### config.mk
export PLATFORM = sky130hd
export DESIGN_NAME = pbd_ctrl
export DESIGN_NICKNAME = d
export VERILOG_FILES = /design/src/design/pbd_pkg.sv /design/src/design/pbd_ctrl.sv
export SDC_FILE = /design/constraint.sdc
export NUM_CORES = 1
export LEC_CHECK = 0
export BUFFER_PORTS_ARGS = -buffer_cell sky130_fd_sc_hd__buf_2
export CORE_MARGIN = 2
export CORE_UTILIZATION = 50
export CTS_CLUSTER_DIAMETER = 150
export DETAILED_ROUTE_END_ITERATION = 6
export PLACE_DENSITY = 0.68
export SETUP_SLACK_MARGIN = 0.15
export SYNTH_ARGS = -nofsm -noshare
export SYNTH_HDL_FRONTEND = slang
export SYNTH_SLANG_ARGS = --single-unit
### constraint.sdc
create_clock -name clk -period 11.1 [get_ports clk]
set_input_delay 2.22 -clock clk [delete_from_list [all_inputs] [get_ports clk]]
set_output_delay 2.22 -clock clk [all_outputs]
set_load 0.05 [all_outputs]
### src/design/pbd_pkg.sv
// ----------------------------------------------------------------------------
// pbd_pkg
// Shared types and constants of the palette bitmap decoder.
// ----------------------------------------------------------------------------
package pbd_pkg;

	// Image dimension limit and field widths
	localparam int unsigned MAX_DIM_DEF = 4096;
	localparam int unsigned DIM_W       = 13;
	localparam int unsigned PROD_W      = 25;
	localparam int unsigned OFS_W       = 12;

	// File layout
	localparam logic [31:0]      HDR_BYTES = 32'd32;
	localparam logic [31:0]      PAL_END   = 32'd1056;
	localparam logic [OFS_W-1:0] PAL_BASE  = 12'd1056;

	// Decoder phase
	typedef enum logic [2:0] {
		PH_IDLE,
		PH_HEADER,
		PH_PALETTE,
		PH_PIXELS,
		PH_DRAIN
	} phase_t;

	// Result status codes
	typedef enum logic [2:0] {
		ST_OK,
		ST_SHORT,
		ST_DIMS,
		ST_FLAGS,
		ST_TRUNC
	} status_t;

	// Palette memory access from control
	typedef struct packed {
		logic        wr_en;
		logic [7:0]  wr_addr;
		logic [31:0] wr_data;
		logic        rd_en;
		logic [7:0]  rd_addr;
	} pal_ctl_t;

	// Result description from control
	typedef struct packed {
		logic             emit;
		status_t          status;
		logic             last;
		logic [DIM_W-1:0] width;
		logic [DIM_W-1:0] height;
	} res_t;

endpackage

### src/design/pbd_ctrl.sv
// ----------------------------------------------------------------------------
// pbd_ctrl
// File parser: byte position, header capture and checks, palette write
// addressing, pixel counting and the phase state machine.
// ----------------------------------------------------------------------------
module pbd_ctrl #(
	parameter int unsigned MAX_DIM = pbd_pkg::MAX_DIM_DEF
) (
	input  logic              clk,
	input  logic              arst_n,
	input  logic              adv,
	input  logic [7:0]        byte_s1,
	input  logic [31:0]       length_s1,
	output pbd_pkg::pal_ctl_t pal,
	output pbd_pkg::res_t     res
);
	import pbd_pkg::*;

	phase_t              phase_q, phase_n, work;
	logic [31:0]         pos_q, len_q, pos_c, len_c;
	logic [32:0]         pos_n;
	logic [31:0]         width_q, height_q, flags_q;
	logic [PROD_W-1:0]   prod_q, remain_q;
	logic [OFS_W-1:0]    need_q, pix_start_q;
	logic [23:0]         hold_q;
	logic                at_check, dims_bad, flags_bad, trunc, hdr_err, fin;
	logic [PROD_W:0]     span;
	status_t             chk_status;

	// Effective view of the current byte: a new file starts from idle
	always_comb begin
		len_c = (phase_q == PH_IDLE) ? length_s1 : len_q;
		pos_c = (phase_q == PH_IDLE) ? '0 : pos_q;
		work  = phase_q;
		if (phase_q == PH_IDLE) begin
			work = (length_s1 < HDR_BYTES) ? PH_DRAIN : PH_HEADER;
		end
		pos_n = {1'b0, pos_c} + 33'd1;
	end

	// Header checks on the last header byte
	always_comb begin
		at_check  = (work == PH_HEADER) && (pos_c == HDR_BYTES - 32'd1);
		dims_bad  = (width_q == '0) || (height_q == '0) ||
			(width_q > 32'(MAX_DIM)) || (height_q > 32'(MAX_DIM));
		flags_bad = !((flags_q == 32'd1) || ((flags_q >= 32'd3) && (flags_q <= 32'd257)));
		span      = (PROD_W + 1)'(need_q) + (PROD_W + 1)'(prod_q);
		trunc     = 32'(span) > len_q;
		hdr_err   = dims_bad || flags_bad || trunc;
		if (dims_bad) begin
			chk_status = ST_DIMS;
		end else if (flags_bad) begin
			chk_status = ST_FLAGS;
		end else begin
			chk_status = ST_TRUNC;
		end
		fin = (remain_q == PROD_W'(1));
	end

	// Next phase
	always_comb begin
		phase_n = work;
		case (work)
			PH_HEADER: begin
				if (at_check) begin
					phase_n = hdr_err ? PH_DRAIN : PH_PALETTE;
				end
			end
			PH_PALETTE: begin
				if (pos_n >= 33'(pix_start_q)) begin
					phase_n = PH_PIXELS;
				end
			end
			PH_PIXELS: begin
				if (fin) begin
					phase_n = PH_DRAIN;
				end
			end
			default: begin
				phase_n = work;
			end
		endcase
		if (pos_n >= {1'b0, len_c}) begin
			phase_n = PH_IDLE;
		end
	end

	// Result and palette access for the current byte
	always_comb begin
		res         = '0;
		res.status  = ST_OK;
		pal         = '0;
		pal.wr_addr = 8'(pos_c[9:2] - 8'd8);
		pal.wr_data = {byte_s1, hold_q};
		pal.rd_addr = byte_s1;
		if ((phase_q == PH_IDLE) && (length_s1 < HDR_BYTES)) begin
			res.emit   = 1'b1;
			res.status = ST_SHORT;
			res.last   = 1'b1;
		end
		case (work)
			PH_HEADER: begin
				if (at_check && hdr_err) begin
					res.emit   = 1'b1;
					res.status = chk_status;
					res.last   = 1'b1;
				end
			end
			PH_PALETTE: begin
				pal.wr_en = adv && (pos_c < PAL_END) && (pos_c[1:0] == 2'd3);
			end
			PH_PIXELS: begin
				pal.rd_en = adv;
				res.emit  = 1'b1;
				res.last  = fin;
				if (fin) begin
					res.width  = width_q[DIM_W-1:0];
					res.height = height_q[DIM_W-1:0];
				end
			end
			default: begin
				pal.rd_en = 1'b0;
			end
		endcase
	end

	// Advance phase and position per byte
	always_ff @(posedge clk or negedge arst_n) begin
		if (!arst_n) begin
			phase_q <= PH_IDLE;
			pos_q   <= '0;
			len_q   <= '0;
		end else if (adv) begin
			phase_q <= phase_n;
			pos_q   <= pos_n[31:0];
			len_q   <= len_c;
		end
	end

	// Capture header words, palette byte lanes and pixel counts
	always_ff @(posedge clk or negedge arst_n) begin
		if (!arst_n) begin
			width_q     <= '0;
			height_q    <= '0;
			flags_q     <= '0;
			hold_q      <= '0;
			pix_start_q <= '0;
			remain_q    <= '0;
		end else if (adv) begin
			if (work == PH_HEADER) begin
				case (pos_c[4:2])
					3'd1: width_q[8*pos_c[1:0] +: 8]  <= byte_s1;
					3'd2: height_q[8*pos_c[1:0] +: 8] <= byte_s1;
					3'd4: flags_q[8*pos_c[1:0] +: 8]  <= byte_s1;
					default: begin
						hold_q <= hold_q;
					end
				endcase
			end
			if ((work == PH_PALETTE) && (pos_c[1:0] != 2'd3)) begin
				hold_q[8*pos_c[1:0] +: 8] <= byte_s1;
			end
			if (at_check) begin
				pix_start_q <= need_q;
				remain_q    <= prod_q;
			end
			if (work == PH_PIXELS) begin
				remain_q <= remain_q - PROD_W'(1);
			end
		end
	end

	// Precompute pixel count and palette end from the settled header
	always_ff @(posedge clk or negedge arst_n) begin
		if (!arst_n) begin
			prod_q <= '0;
			need_q <= '0;
		end else begin
			prod_q <= PROD_W'(width_q[DIM_W-1:0]) * PROD_W'(height_q[DIM_W-1:0]);
			need_q <= PAL_BASE + OFS_W'({flags_q[8:0] - 9'd1, 2'b00});
		end
	end
endmodule

==> flow_summary.ini <==
[hold_path]
hold_path_class = reg2reg

[placement]
placedCellCount = 2757
place_hpwl_um = 39100
numPortBuffers = 123
place_congestion = 0.965

[floorplan]
io_pins = 124
die_h_um = 203
num_rows = 73
die_w_um = 203
die_area_um2 = 41400
start_util_pct = 50.4
core-area_um2 = 39500

[route]
wl_per_cell_um = 18.6
drc = 0
top_layer_used = met5
wl_met1_um = 23400
first_pass_iters = 5
route.met3.wl_um = 2930
drtAntennaViolNets = 0
dr_total_vias = 16000
routed_via_density = 5.69
drt_iter0_markers = 1016
routed_wl_um = 52300
dr_wl_met2_um = 24700

[logic_synthesis]
ys.warnings.count = 0
syn_inst = 2203
syn_avg_cell_area_um2 = 9.02
synth_enable_flop_cells = 0
yosys.cell_types.count = 74
async_reset_ff_share_pct = 100
ys.flop_type = dfrtp_1
synth-seq-area-share_pct = 32.4
ys_seq_elements = 257
synth.net_count = 2526
synth.cell_area_um2 = 19900
synth_area_leaders = dfrtp_1 32%, fa_1 12%, ha_1 10%
netlist.area_leader.share_pct = 32.4
yosys.area.top_type = dfrtp_1

[clock_network]
clk_latency_ns = 0.56
cts_buffers = 28
postCtsResizedCells = 0
cts.sinks = 257
root_buffer = clkbuf_16
clk_pin_slew_ns = 0.06
post_cts_buffers = 0
cts_hold_buffers = 0
cts_htree_levels = 1
clockBufferDepth = 3
cts_tree = built

[global_route]
grt_max_degree = 114
antenna_found_initial = 1
grt_overflow_total = 0
grt_usage_pct = 25.8
first_global_vias = 16000
grt_pass1_wl_um = 85200

[run_status]
outcome = finished, final reports clean

[run]
maxCapViolations = 0

[timing]
fin_crit_sh_pct = 69.9
fin_setup_tns_ns = 0
drv_slew = 0
slew_headroom_pct = 20.6
setup_violations = 0
rsz0062_at_grt = false
hold_violations = 0
fmax_ghz = 0.129
finalClockSkew_ns = 0.0127
period_needed_ns = 7.76
worst_slew_pin_slew_ns = 1.18

[cells_and_area]
multi_input_area_um2 = 12000
nFillCells = 3623
final_cell_mix = 314 x nand2_1, 257 x dfrtp_1, 242 x inv_1, 165 x o21ai_0, 159 x ha_1
areaGrowthSynthToFinish_pct = 9.03
seqCellArea_um2 = 6430
final_common_cell = nand2_1
nets = 2585
num_antenna_cells = 0
drive_above_1_share_pct = 10.4
stdcell_count = 2808

[setup_path]
worstPathArrival_ns = 5.54
cp.required_ns = 8.88
slowest_delay_ns = 0.53
crit_fanout = 5
worstSetupPathType = reg2out
crit_top_cell = o21ai_0
cp_cell_sequence = ha_1 > inv_1 > fa_1 > nor2b_1 > o21ai_0 > a21boi_0 > o21ai_0 > a21oi_1 > o21a_1 > o2111ai_1 > a21oi_1 > xor2_1 > ha_1 > nand4_1 > nor4_1 > inv_1 > o311a_1 > o21ai_0 > or2_2 > buf_2
end_kind = primary output
crit_slowest_cell = nor4_1
startpoint_type = register

[pwr]
ir_drop_mv = 0.189
leakage_nw = 10.8
power_density_nw_per_um2 = 174
-- synthesized netlist by cell type, drive strengths merged (38+ instances only) --
cell type  count
inv          242
xnor2         51
nand3         38
and2          96
clkbuf        78
fa           121
a21oi        106
nand2        315
nor4          50
ha           159
dfrtp        257
o21ai        165
nor2         130
-- path summary, 6_finish.rpt --
check | start | end | slack [ns] | cells past startpoint
min | width_q[14] | width_q[14] | 0.48 | 2
max reg2reg | height_q[6] | prod_q[24] | 4.65 | 21
min in group asynchronous | arst_n | pos_q[26] | 1.70 | 1
min reg2reg | width_q[14] | width_q[14] | 0.48 | 2
max | prod_q[2] | res[26] | 3.34 | 20
max in group asynchronous | arst_n | width_q[7] | 7.09 | 3
-- power breakdown --
part	total (mW)	internal (mW)	switching, mW
clock network	0.934	0.539	0.395
registers	1.44	1.14	0.298
logic	1.41	0.469	0.939
total	3.78	2.15	1.63
-- stage by stage --
step	hold slack [ns]	instance area, um^2	utilization, %	power (mW)	worst slack (ns)
after floorplan	0.450	19900	-	2.38	3.81
after global placement	0.462	20800	52.6	2.81	4.17
after detailed placement	0.471	20800	52.6	2.85	3.97
after CTS	0.486	21700	54.9	3.79	3.35
after global routing	0.499	21700	54.9	4.02	2.96
final	0.481	21700	54.9	3.78	3.34
-- cell type report --
type,instances,area share (%)
Clock inverter,12,0.612
Multi-Input combinational cell,1595,55.5
Clock buffer,39,3.61
Tap cell,525,3.03
Inverter,242,4.19
Timing Repair Buffer,138,3.42
Sequential cell,257,29.7
-- metal layers --
layer / up-vias / GRT usage, %
met3: 93 / 3.48
met2: 483 / 43.1
li1: 7554 / -
met4: 2 / 6.54
met1: 7855 / 35.5
met5: - / 0
-- critical path, delay by kind of cell (launching register included) --
| family | cells | cell delay [ns] |
|---|---|---|
| compound gates | 9 | 2.38 |
| buf+inv | 3 | 0.41 |
| simple gates | 4 | 0.90 |
| flops | 1 | 0.39 |
| xor+xnor | 1 | 0.17 |
| fa+ha+maj | 3 | 0.72 |
-- registers in the layout (all words and copies together) (netlist names), 24 cells and up --
register and cells:
flags_q 32, height_q 32, hold_q 24, len_q 32
pos_q 32, prod_q 25, remain_q 25, width_q 32
-- cells by family after synthesis --
family | synth area share [%]
buf+inv | 7.30
compound gates | 12.7
fa+ha+maj | 22.2
simple gates | 18.8
xor+xnor | 3.39
mux | 3.24
flops | 32.4
No activity file was read; power rests on OpenSTA's default activity.
